[src/hdl/alte_pkg.sv]
// ============================================================================
// alte_pkg - shared definitions for the array list table engine
// Sizes, request and status codes, and the structs passed between blocks.
// ============================================================================
package alte_pkg;

    localparam int DEPTH = 64;                   // list capacity, 2..64
    localparam int AW    = $clog2(DEPTH);        // entry index width
    localparam int CW    = $clog2(DEPTH + 1);    // fill count width
    localparam int PW    = 7;                    // position / where width
    localparam int VW    = 32;                   // value width

    localparam logic [CW-1:0] FULL_COUNT = CW'(DEPTH);

    typedef enum logic [2:0] {
        MODE_APPEND = 3'd0,
        MODE_DELETE = 3'd1,
        MODE_UPDATE = 3'd2,
        MODE_SEARCH = 3'd3,
        MODE_MIN    = 3'd4,
        MODE_MAX    = 3'd5,
        MODE_DUMP   = 3'd6
    } alte_mode_t;

    typedef enum logic [2:0] {
        ST_OK       = 3'd0,
        ST_FULL     = 3'd1,
        ST_BADPOS   = 3'd2,
        ST_NOTFOUND = 3'd3,
        ST_EMPTY    = 3'd4
    } alte_status_t;

    // One event a cycle from the walker to the result stage.
    typedef struct packed {
        logic              fin;       // single final result with status
        logic              ent;       // one stored entry read back
        logic              tail;      // scan finished, close out request
        alte_mode_t        op;
        alte_status_t      status;
        logic [AW-1:0]     idx;
        logic              last_ent;
        logic [VW-1:0]     rdata;
        logic [VW-1:0]     key;
    } alte_evt_t;

    typedef struct packed {
        logic [CW-1:0]     used;
        logic              scanning;
    } alte_stat_t;

endpackage

[src/hdl/alte_ram.sv]
// ============================================================================
// alte_ram - generic simple dual port RAM
// One write port, one read port, read data registered.
// ============================================================================
module alte_ram #(
    parameter int WIDTH = 32,
    parameter int DEPTH = 64
) (
    input  logic                     clk,
    input  logic                     we,
    input  logic [$clog2(DEPTH)-1:0] waddr,
    input  logic [WIDTH-1:0]         wdata,
    input  logic                     re,
    input  logic [$clog2(DEPTH)-1:0] raddr,
    output logic [WIDTH-1:0]         rdata
);

    logic [WIDTH-1:0] mem [DEPTH];
    logic [WIDTH-1:0] rdata_reg;

    always_ff @(posedge clk)
    begin
        if (we)
        begin
            mem[waddr] <= wdata;
        end
        if (re)
        begin
            rdata_reg <= mem[raddr];
        end
    end

    assign rdata = rdata_reg;

endmodule

[src/hdl/alte_walk.sv]
// ============================================================================
// alte_walk - request decode, fill count and entry walker
// Owns the entry RAM; issues one read per cycle for scans and shifts.
// ============================================================================
module alte_walk (
    input  logic                            clk,
    input  logic                            rst_n,
    input  logic                            start,
    input  logic [2:0]                      mode,
    input  logic [alte_pkg::PW-1:0]         position,
    input  logic signed [alte_pkg::VW-1:0]  value,
    output logic                            busy,
    output alte_pkg::alte_evt_t             evt,
    output alte_pkg::alte_stat_t            stat
);

    typedef enum logic {S_IDLE, S_SCAN} state_t;

    state_t                       state_reg, state_next;
    alte_pkg::alte_mode_t         op_reg, op_next;
    logic [alte_pkg::VW-1:0]      key_reg, key_next;
    logic [alte_pkg::AW-1:0]      ptr_reg, ptr_next;
    logic [alte_pkg::CW-1:0]      used_reg, used_next;
    logic                         rv_reg, rv_next;
    logic                         rl_reg, rl_next;
    logic [alte_pkg::AW-1:0]      ri_reg, ri_next;
    logic                         tail_reg, tail_next;

    logic                         we, re;
    logic [alte_pkg::AW-1:0]      waddr;
    logic [alte_pkg::VW-1:0]      wdata;
    logic [alte_pkg::VW-1:0]      rdata;

    logic                         accept;
    logic                         bad_pos;
    logic [alte_pkg::PW-1:0]      used_ext;
    logic [alte_pkg::AW-1:0]      last_idx;

    alte_ram #(
        .WIDTH (alte_pkg::VW),
        .DEPTH (alte_pkg::DEPTH)
    ) u_ram (
        .clk   (clk),
        .we    (we),
        .waddr (waddr),
        .wdata (wdata),
        .re    (re),
        .raddr (ptr_reg),
        .rdata (rdata)
    );

    assign busy     = (state_reg != S_IDLE) || rv_reg || tail_reg;
    assign accept   = start && !busy;
    assign used_ext = alte_pkg::PW'(used_reg);
    assign bad_pos  = (position == '0) || (position > used_ext);
    assign last_idx = alte_pkg::AW'(used_reg - alte_pkg::CW'(1));

    assign stat.used     = used_reg;
    assign stat.scanning = (state_reg == S_SCAN);

    always_comb
    begin
        state_next = state_reg;
        op_next    = op_reg;
        key_next   = key_reg;
        ptr_next   = ptr_reg;
        used_next  = used_reg;
        rv_next    = 1'b0;
        rl_next    = 1'b0;
        ri_next    = ri_reg;
        tail_next  = 1'b0;
        we         = 1'b0;
        re         = 1'b0;
        waddr      = used_reg[alte_pkg::AW-1:0];
        wdata      = value;

        evt          = '0;
        evt.op       = op_reg;
        evt.status   = alte_pkg::ST_OK;
        evt.idx      = ri_reg;
        evt.last_ent = rl_reg;
        evt.rdata    = rdata;
        evt.key      = key_reg;

        if (accept)
        begin
            op_next  = alte_pkg::alte_mode_t'(mode);
            key_next = value;
            ptr_next = '0;
            unique case (alte_pkg::alte_mode_t'(mode))
                alte_pkg::MODE_APPEND:
                begin
                    evt.fin = 1'b1;
                    if (used_reg == alte_pkg::FULL_COUNT)
                    begin
                        evt.status = alte_pkg::ST_FULL;
                    end
                    else
                    begin
                        we        = 1'b1;
                        used_next = used_reg + alte_pkg::CW'(1);
                    end
                end
                alte_pkg::MODE_DELETE:
                begin
                    if (bad_pos)
                    begin
                        evt.fin    = 1'b1;
                        evt.status = alte_pkg::ST_BADPOS;
                    end
                    else if (position == used_ext)
                    begin
                        // last entry: nothing to shift
                        evt.fin   = 1'b1;
                        used_next = used_reg - alte_pkg::CW'(1);
                    end
                    else
                    begin
                        ptr_next   = alte_pkg::AW'(position);
                        state_next = S_SCAN;
                    end
                end
                alte_pkg::MODE_UPDATE:
                begin
                    evt.fin = 1'b1;
                    if (bad_pos)
                    begin
                        evt.status = alte_pkg::ST_BADPOS;
                    end
                    else
                    begin
                        we    = 1'b1;
                        waddr = alte_pkg::AW'(position - alte_pkg::PW'(1));
                    end
                end
                alte_pkg::MODE_SEARCH:
                begin
                    if (used_reg == '0)
                    begin
                        evt.fin    = 1'b1;
                        evt.status = alte_pkg::ST_NOTFOUND;
                    end
                    else
                    begin
                        state_next = S_SCAN;
                    end
                end
                alte_pkg::MODE_MIN, alte_pkg::MODE_MAX, alte_pkg::MODE_DUMP:
                begin
                    if (used_reg == '0)
                    begin
                        evt.fin    = 1'b1;
                        evt.status = alte_pkg::ST_EMPTY;
                    end
                    else
                    begin
                        state_next = S_SCAN;
                    end
                end
                default:
                begin
                    evt.fin = 1'b1;
                end
            endcase
        end

        // Issue one read a cycle until the last stored entry.
        if (state_reg == S_SCAN)
        begin
            re       = 1'b1;
            rv_next  = 1'b1;
            ri_next  = ptr_reg;
            rl_next  = (ptr_reg == last_idx);
            ptr_next = ptr_reg + alte_pkg::AW'(1);
            if (ptr_reg == last_idx)
            begin
                state_next = S_IDLE;
            end
        end

        // Read data is back: shift down for delete, else pass it on.
        if (rv_reg)
        begin
            if (op_reg == alte_pkg::MODE_DELETE)
            begin
                we    = 1'b1;
                waddr = ri_reg - alte_pkg::AW'(1);
                wdata = rdata;
                if (rl_reg)
                begin
                    evt.fin   = 1'b1;
                    used_next = used_reg - alte_pkg::CW'(1);
                end
            end
            else
            begin
                evt.ent = 1'b1;
                if (rl_reg && (op_reg != alte_pkg::MODE_DUMP))
                begin
                    tail_next = 1'b1;
                end
            end
        end

        if (tail_reg)
        begin
            evt.tail = 1'b1;
        end
    end

    always_ff @(posedge clk or negedge rst_n)
    begin
        if (!rst_n)
        begin
            state_reg <= S_IDLE;
            used_reg  <= '0;
            rv_reg    <= 1'b0;
            rl_reg    <= 1'b0;
            tail_reg  <= 1'b0;
            op_reg    <= alte_pkg::MODE_APPEND;
        end
        else
        begin
            state_reg <= state_next;
            used_reg  <= used_next;
            rv_reg    <= rv_next;
            rl_reg    <= rl_next;
            tail_reg  <= tail_next;
            op_reg    <= op_next;
        end
    end

    always_ff @(posedge clk)
    begin
        key_reg <= key_next;
        ptr_reg <= ptr_next;
        ri_reg  <= ri_next;
    end

endmodule

[src/hdl/alte_emit.sv]
// ============================================================================
// alte_emit - result stage
// Compares, keeps the running min/max, holds one pending search hit and
// registers the result ports.
// ============================================================================
module alte_emit (
    input  logic                            clk,
    input  logic                            rst_n,
    input  alte_pkg::alte_evt_t             evt,
    output logic                            strobe,
    output logic [2:0]                      status,
    output logic [alte_pkg::PW-1:0]         where,
    output logic signed [alte_pkg::VW-1:0]  data,
    output logic                            last
);

    logic                        strobe_reg, strobe_next;
    alte_pkg::alte_status_t      status_reg, status_next;
    logic [alte_pkg::PW-1:0]     where_reg, where_next;
    logic [alte_pkg::VW-1:0]     data_reg, data_next;
    logic                        last_reg, last_next;
    logic                        pend_reg, pend_next;
    logic [alte_pkg::AW-1:0]     pidx_reg, pidx_next;
    logic [alte_pkg::VW-1:0]     best_reg, best_next;

    logic                        first, take_min, take_max;

    assign first    = (evt.idx == '0);
    assign take_min = $signed(evt.rdata) < $signed(best_reg);
    assign take_max = $signed(evt.rdata) > $signed(best_reg);

    always_comb
    begin
        strobe_next = 1'b0;
        status_next = alte_pkg::ST_OK;
        where_next  = '0;
        data_next   = '0;
        last_next   = 1'b1;
        pend_next   = pend_reg;
        pidx_next   = pidx_reg;
        best_next   = best_reg;

        if (evt.fin)
        begin
            strobe_next = 1'b1;
            status_next = evt.status;
        end
        else if (evt.ent)
        begin
            unique case (evt.op)
                alte_pkg::MODE_SEARCH:
                begin
                    if (evt.rdata == evt.key)
                    begin
                        // release the previous hit; it is not the final one
                        if (pend_reg)
                        begin
                            strobe_next = 1'b1;
                            where_next  = alte_pkg::PW'(pidx_reg) + alte_pkg::PW'(1);
                            last_next   = 1'b0;
                        end
                        pend_next = 1'b1;
                        pidx_next = evt.idx;
                    end
                end
                alte_pkg::MODE_MIN:
                begin
                    if (first || take_min)
                    begin
                        best_next = evt.rdata;
                    end
                end
                alte_pkg::MODE_MAX:
                begin
                    if (first || take_max)
                    begin
                        best_next = evt.rdata;
                    end
                end
                alte_pkg::MODE_DUMP:
                begin
                    strobe_next = 1'b1;
                    where_next  = alte_pkg::PW'(evt.idx) + alte_pkg::PW'(1);
                    data_next   = evt.rdata;
                    last_next   = evt.last_ent;
                end
                default:
                begin
                end
            endcase
        end
        else if (evt.tail)
        begin
            strobe_next = 1'b1;
            if (evt.op == alte_pkg::MODE_SEARCH)
            begin
                pend_next = 1'b0;
                if (pend_reg)
                begin
                    where_next = alte_pkg::PW'(pidx_reg) + alte_pkg::PW'(1);
                end
                else
                begin
                    status_next = alte_pkg::ST_NOTFOUND;
                end
            end
            else
            begin
                data_next = best_reg;
            end
        end
    end

    always_ff @(posedge clk or negedge rst_n)
    begin
        if (!rst_n)
        begin
            strobe_reg <= 1'b0;
            pend_reg   <= 1'b0;
        end
        else
        begin
            strobe_reg <= strobe_next;
            pend_reg   <= pend_next;
        end
    end

    always_ff @(posedge clk)
    begin
        status_reg <= status_next;
        where_reg  <= where_next;
        data_reg   <= data_next;
        last_reg   <= last_next;
        pidx_reg   <= pidx_next;
        best_reg   <= best_next;
    end

    assign strobe = strobe_reg;
    assign status = status_reg;
    assign where  = where_reg;
    assign data   = data_reg;
    assign last   = last_reg;

endmodule

[src/hdl/array_list_table_engine.sv]
// ============================================================================
// array_list_table_engine - packed list of signed words with search and scan
// Append, delete, update, search, minimum, maximum and dump on a RAM list.
// ============================================================================
// Usage:
//   A request transaction is taken at a rising edge with start high and busy
//   low; mode, position and value are sampled there. Results leave on
//   status/where/data/last, each valid for the single cycle that strobe is
//   high; last marks the final result of a request. The receiver cannot
//   stall, so results are never held back.
//   Append, update, mode 7, a delete of the last entry and every error
//   case but a search miss on a non-empty list finish in the accept cycle,
//   with the result registered into the next cycle. Delete from position p
//   walks the later entries through the RAM read port. Dump streams one
//   entry per cycle; search, min and max issue one RAM read per cycle.
//   Busy stays high until the walk ends, and no request is taken while
//   busy is high.
//   Reset clears the fill count and control state, not the entry RAM;
//   it needs no clearing pass: entries at or above the count are never read.
// ============================================================================
module array_list_table_engine (
    input  logic                            clk,
    input  logic                            rst_n,
    input  logic                            start,
    output logic                            busy,
    input  logic [2:0]                      mode,
    input  logic [alte_pkg::PW-1:0]         position,
    input  logic signed [alte_pkg::VW-1:0]  value,
    output logic                            strobe,
    output logic [2:0]                      status,
    output logic [alte_pkg::PW-1:0]         where,
    output logic signed [alte_pkg::VW-1:0]  data,
    output logic                            last
);

    alte_pkg::alte_evt_t   evt;
    alte_pkg::alte_stat_t  stat;

    // Decode requests, keep the count and drive the entry RAM.
    alte_walk u_walk (
        .clk      (clk),
        .rst_n    (rst_n),
        .start    (start),
        .mode     (mode),
        .position (position),
        .value    (value),
        .busy     (busy),
        .evt      (evt),
        .stat     (stat)
    );

    // Turn walker events into registered result transactions.
    alte_emit u_emit (
        .clk    (clk),
        .rst_n  (rst_n),
        .evt    (evt),
        .strobe (strobe),
        .status (status),
        .where  (where),
        .data   (data),
        .last   (last)
    );

    // Every request either keeps the block busy or answers next cycle.
    a_accept_answered: assert property (@(posedge clk) disable iff (!rst_n)
        (start && !busy) |=> (busy || strobe))
        else $error("accepted request produced no activity");

    // Fill count never exceeds capacity.
    a_count_bound: assert property (@(posedge clk) disable iff (!rst_n)
        stat.used <= alte_pkg::FULL_COUNT)
        else $error("fill count above capacity");

    // Full is reported only when the list really was full.
    a_full_real: assert property (@(posedge clk) disable iff (!rst_n)
        (strobe && (status == alte_pkg::ST_FULL)) |->
            ($past(stat.used) == alte_pkg::FULL_COUNT))
        else $error("full reported with room left");

    // Any error status is the closing result of its request.
    a_error_last: assert property (@(posedge clk) disable iff (!rst_n)
        (strobe && (status != alte_pkg::ST_OK)) |-> last)
        else $error("error result not marked last");

endmodule

[config.mk]
export PLATFORM = sky130hd
export DESIGN_NAME = array_list_table_engine
export DESIGN_NICKNAME = d
export VERILOG_FILES = /design/src/hdl/alte_pkg.sv /design/src/hdl/alte_ram.sv /design/src/hdl/alte_walk.sv /design/src/hdl/alte_emit.sv /design/src/hdl/array_list_table_engine.sv
export SDC_FILE = /design/constraint.sdc
export NUM_CORES = 2
export LEC_CHECK = 0
export BUFFER_PORTS_ARGS = -buffer_cell sky130_fd_sc_hd__buf_2
export CORE_ASPECT_RATIO = 1.75
export CORE_MARGIN = 1.5
export CORE_UTILIZATION = 50
export CTS_CLUSTER_DIAMETER = 120
export DETAILED_ROUTE_END_ITERATION = 8
export PLACE_DENSITY = 0.73
export SYNTH_ARGS = -nofsm -noshare
export SYNTH_HDL_FRONTEND = slang
export SYNTH_SLANG_ARGS = --single-unit
[constraint.sdc]
create_clock -name clk -period 5.5 [get_ports clk]
set_input_delay 0.275 -clock clk [delete_from_list [all_inputs] [get_ports clk]]
set_output_delay 0.275 -clock clk [all_outputs]
set_load 0.02 [all_outputs]
# Word level (Yosys, flattened, before mapping)
# Memory sizes are Yosys's and may differ from the RTL's. A register that Yosys moved wholly into a read port is not among the register bits.
# Index checks and enable logic that the tools add are counted.
# classes
n_mux,88
reduce_logical,22
n_bitwise,2
order_cmp,3
eq_ne,19
n_addsub,7
# op_table
op,n
2-to-1 mux 32 bit,8
2-to-1 mux 7 bit,12
case mux 32 bit (2 select lines),1
2-to-1 mux 6 bit,10
2-to-1 mux 1 bit,39
== test 32 bit,1
greater-than comparator 32 bit,1
less-than comparator 32 bit,1
case mux 7 bit (2 select lines),2
== test 3 bit (second input constant),6
2-to-1 mux 3 bit,6
adder 6 x 1 -> 7 bit (second input constant),2
zero test 7 bit,2
case mux 3 bit (4 select lines),1
subtractor 6 x 1 -> 6 bit (second input constant),2
case mux 1 bit (2 select lines),5
== test 3 x 2 -> 1 bit (second input constant),3
2-to-1 mux 2 bit,4
AND reduction 4 bit,2
adder 7 x 1 -> 7 bit (second input constant),1
== test 7 bit,1
== test 7 bit (second input constant),1
greater-than comparator 7 bit,1
subtractor 7 x 1 -> 7 bit (second input constant),1
other kinds (16),28
# totals
ff_bits,141
ramBits,2048
input_bits,45
wordCells,159
mem_count,1
out_inout_bits,45
# memory_table
name,words,word_bits,rd,rd_clocked_by_memory_dff,wr,line,rtl
u_walk.u_ram.mem,64,32,1,1,1,alte_ram.sv:18,logic [WIDTH-1:0] mem [DEPTH];

# Logic depth before layout (Yosys ltp)
# depth
word_depth,10
ltp_mapped,11

# Modules after synthesis
# A second synthesis with hierarchy kept.
# hier_totals
cells_unflattened,4192
hier_area_um2,86530.5
# by_module_without_submodules
module,area_per_inst_um2,instances,seq_area_each_um2,cells_per_inst
alte_ram,78995.8,1,62459.9,3464
alte_emit,3950.0,1,2052.0,351
alte_walk,3584.7,1,1671.6,377

# Worst setup path before layout
# OpenSTA, ideal clock, no wires.
# synth_path
path_kind,flip-flop to flip-flop
startpoint,register u_walk.state_reg
endpoint,memory u_walk.u_ram.mem[16][0] (enable)
path_stages_with_launch,11
t_required_ps,5079
arrival_ps,4644
slack_ps,434
setup_time_ps,421
cell_sequence,dfrtp_1 buf_2 nor3_2 nand2_2 inv_2 nand2_2 a211oi_2 a21oi_1 a22oi_2 nand3_1 nor2_1
# synth_between
elab_chain_cells,9
word_cells_on_any_way,12
cone_classes,mux (8); reduce/logical (4)
# synth_rtl
item,line,rtl
start: declaration,alte_walk.sv:19,"state_t state_reg, state_next;"
start signal: assignment,alte_walk.sv:224,state_reg <= state_next;
logical OR 1 bit * (2 in a row),alte_walk.sv:52,assign busy = (state_reg != S_IDLE) || rv_reg || tail_reg;
zero test 1 bit *,alte_walk.sv:53,assign accept = start && !busy;
logical AND 1 bit *,alte_walk.sv:53,
via u_walk.accept,alte_walk.sv:34,logic accept;
2-to-1 mux 1 bit,alte_walk.sv:85,if (accept)
2-to-1 mux 1 bit,alte_walk.sv:184,if (op_reg == alte_pkg::MODE_DELETE)
2-to-1 mux 1 bit,alte_walk.sv:182,if (rv_reg)
2-to-1 mux 1 bit,alte_ram.sv:23,if (we)
2-to-1 mux 1 bit (implied by the code),alte_ram.sv:25,mem[waddr] <= wdata;
end: declaration,alte_ram.sv:18,
# Mark *: on every way through the listed nets, which the timed path passes. The rest lies on a longest branch.

# Final worst setup path
# layout_path
startpoint,register u_walk.used_reg (netlist bit u_walk.used_ext[1])
endpoint,memory u_walk.u_ram.mem[35][21] (enable)
# layout_between
elab_chain_cells,9
word_cells_on_any_way,16
cone_classes,order compare (1); eq/ne (1); mux (13); reduce/logical (1)
# layout_rtl
item,line,rtl
start: declaration,alte_walk.sv:23,"logic [alte_pkg::CW-1:0] used_reg, used_next;"
start signal: assignment,alte_walk.sv:225,used_reg <= used_next;
greater-than comparator 7 bit,alte_walk.sv:55,assign bad_pos = (position == '0) || (position > used_ext);
logical OR 1 bit,alte_walk.sv:55,
2-to-1 mux 1 bit,alte_walk.sv:126,if (bad_pos)
case mux 1 bit (2 select lines),alte_walk.sv:90,unique case (alte_pkg::alte_mode_t'(mode))
2-to-1 mux 1 bit,alte_walk.sv:85,
2-to-1 mux 1 bit,alte_walk.sv:184,
2-to-1 mux 1 bit,alte_walk.sv:182,
2-to-1 mux 1 bit,alte_ram.sv:23,
2-to-1 mux 1 bit (implied by the code),alte_ram.sv:25,
# Several ways; a longest one is shown, not always the timed one.

==> results.tsv <==
metric	value	unit
outcome	completed	
Ys Warns	0	
final setup fails	0	
sequential share of power	43.9	%
Max Root-Sink Buffers	4	
worst hold-check path type	in2reg	
wire length per cell	31.83	um
drt drc	0	
pre-CTS setup slack	1.038	ns
CTS Buf Count	184	
Seq/Total Area, Yosys	76.82	%
Layout area overhead	12.47	%
CTS sink cnt	2221	
unrepaired setup endpoints after global routing	no	
Worst R2R Path Depth	10	
MaxCap Viol Count	0	
Max-Slew Margin vs Limit	24.02	%
clk slew on worst S/H paths	0.08	ns
slowest cell delay on critical path	0.72	ns
CP max FO	22	
Post-Syn Nets	3850	
Sw Share	30.49	%
CP Buf/Inv Count	2	
Mean Syn Cell Area	22.92	um^2
FP Rows	201	
Synth Instances	3759	
post-placement cell count	6047	
Setup crit end	u_walk.u_ram.mem[35][21]	
first-pass GRT wire length	294400	um
final RePlAce weighted congestion	0.8784	
R2R Path End	u_walk.u_ram.mem[35][21]	
met1 Track Usage GR	27.09	%
GRT Resource Usage Total	23.48	%
Worst setup SP type	flop	
initial core utilization	50.31	%
Cell variety after synth	70	
Post-DRT Antenna Nets	0	
number of synthesized register bits	2221	
CP Launch Point	u_walk.used_ext[1]	
Worst-Skew Late Latency	0.83	ns
kind of critical path	reg2reg	
area of the multi-input gates	19570	um^2
Pre-antenna DRT Iters	6	
met2 Use GR	43.45	%
Pins Over Slew Limit	0	
CTS tree	done	
r2r startpoint	u_walk.used_ext[1]	
flop-to-flop setup slack	0.92	ns
worst hold path cell count	4	
top cells by area, synth	edfxtp_1 (75%), mux4_2 (18%), dfxtp_1 (1.0%)	
max reg flops	2048	
HPWL after DPL	126500	um
post-layout minimum cycle time	4.580	ns
setup ws final	0.9200	ns
setup TNS	0	ns
ys flop type	edfxtp_1	
register area	66180	um^2
Comb power frac	29.8	%
initial antenna violation count	10	
vias in the first global route	41690	
Lkg Pwr	30.30	nW
fmax	218.3	MHz
Final Hold Viols	0	
I/O Pins	90	
CP Depth	10	
Crit path arrival time	5.07	ns
Final Total Pwr	48.70	mW
PD cells	502.6	nW/um^2
Max IR drop VDD	0.4832	mV
CP max-delay cell	a211oi_2	
most frequent cells in the layout	edfxtp_1 (2162), mux4_2 (672), clkbuf_16 (190)	
Internal	33.85	mW
Core Region	171300	um^2
area leader, netlist	edfxtp_1	
EDFF count, synth	2162	
Die ar.	174900	um^2
grt ovf	0	
Clock power frac	26.3	%
Vias/cell	6.233	
largest net degree at the start of global routing	134	
non-filler cells, final	6420	
skew final	0.03582	ns
Final #Nets	4136	
worst path cell trace	inv_1 -> ha_1 -> or3b_2 -> nor3_1 -> a211oi_2 -> a32oi_1 -> mux2i_2 -> nand3b_2 -> nor2_4 -> buf_4	
Setup Fix Bufs, Post-CTS	0	
clk root buf	clkbuf_16	
Fill cells	11840	
Switch Pwr	14.85	mW
horizontal die dimension	316.8	um
met3 GRT Util	3.004	%
Vias	40020	
Worst setup EP type	flop	
Starting DRT DRC Count	4095	
async set-reset flop share out of synthesis	0.7204	%
Tightest Pin Transition	1.135	ns
Worst path top cell family by delay	simple AND/OR/NAND/NOR gates	
port bufs	89	
gr busiest metal	met2	
ratio of cells with drive above 1 in the final layout	30.53	%
Top reg by flops	u_walk.u_ram.mem	
commonest non-fill, non-tap cell in the layout	edfxtp_1	
die span in y	552.1	um
top-area cell type share of the netlist area	75.35	%
fin crit share	83.27	%
synthesized area	86160	um^2
WP data required	5.99	ns
H-tree depth	4	
final WL	204300	um
cells in the mapped netlist, types with 9 or more instances:
master and count:
a22oi_1 36, clkbuf_1 122, buf_2 42, nor2_1 117
a21oi_1 30, o22ai_1 9, nand2_1 136, nor3_1 12
xnor2_1 24, o21ai_0 19, edfxtp_1 2162, dfxtp_1 43
inv_1 50, buf_1 20, nand4_1 12, ha_1 46
mux4_2 672, dfrtp_1 16, nor4_1 10, xor2_1 40
nand3_1 39
cell type report:
type                    instances  area share, %
flip-flops and latches       2221          68.30
multi-input cells            1302          20.20
clock buffers                 220          5.033
well taps                    2233          2.883
repair buffers                285          2.469
clock inverters               101         0.8948
inverters                      51         0.1976
diodes                          7        0.01808
stage by stage:
| stage | utilization [%] | instance area [um^2] | hold WS (ns) |
|---|---|---|---|
| floorplan | - | 86160 | -0.02059 |
| global placement | 52.95 | 90690 | 0.2449 |
| detailed placement | 52.95 | 90690 | 0.2498 |
| CTS | 56.57 | 96880 | 0.1509 |
| global route | 56.57 | 96890 | 0.1911 |
| finish | 56.58 | 96900 | 0.1897 |
per-layer routing:
layer | vias up | routed length [um]
met3 | 416 | 12270
met1 | 21410 | 69200
met5 | - | 13
met4 | 2 | 8798
li1 | 16440 | -
met2 | 1745 | 114100
worst min path at each step:
stage	slack [ns]	to	startpoint
CTS	0.15	u_walk.ptr_reg[0]	position[0]
detailed placement	0.25	u_emit.pend_reg	rst_n
floorplan	-0.02	u_emit.pend_reg	rst_n
global route	0.19	u_walk.ptr_reg[0]	position[0]
finish	0.19	u_walk.ptr_reg[0]	position[0]
global placement	0.24	u_emit.pend_reg	rst_n
logic make-up after synthesis:
family | share of synthesized area [%]
flops | 76.82
buf+inv | 1.098
mux | 17.58
simple gates | 2.062
compound gates | 1.121
xor+xnor | 0.6506
fa+ha+maj | 0.6680
worst reg2reg max path, cell delays in order, from the launching register on:
cell and delay [ns]:
dfrtp_1 0.52, inv_1 0.18, ha_1 0.28, or3b_2 0.24, nor3_1 0.10, a211oi_2 0.72
a32oi_1 0.17, mux2i_2 0.46, nand3b_2 0.58, nor2_4 0.55, buf_4 0.41
power groups by stage:
| stage | Sequential [mW] | Combinational, mW | Clock [mW] |
|---|---|---|---|
| final | 21.4 | 14.5 | 12.8 |
| after global routing | 21.4 | 15.2 | 13.5 |
| after CTS | 21.4 | 14.6 | 12.9 |
| after detailed placement | 21.7 | 14.4 | 0 |
| after global placement | 21.7 | 14.2 | 0 |
| after floorplan | 21.5 | 9.38 | 0 |
what timing repair did:
| action | CTS | global route |
|---|---|---|
| hold buffers | 45 | 0 |
| endpoints found under the hold margin | 64 | 0 |
| gates resized for setup | 0 | 0 |
Note: power is estimated with default switching activity, not from simulation.
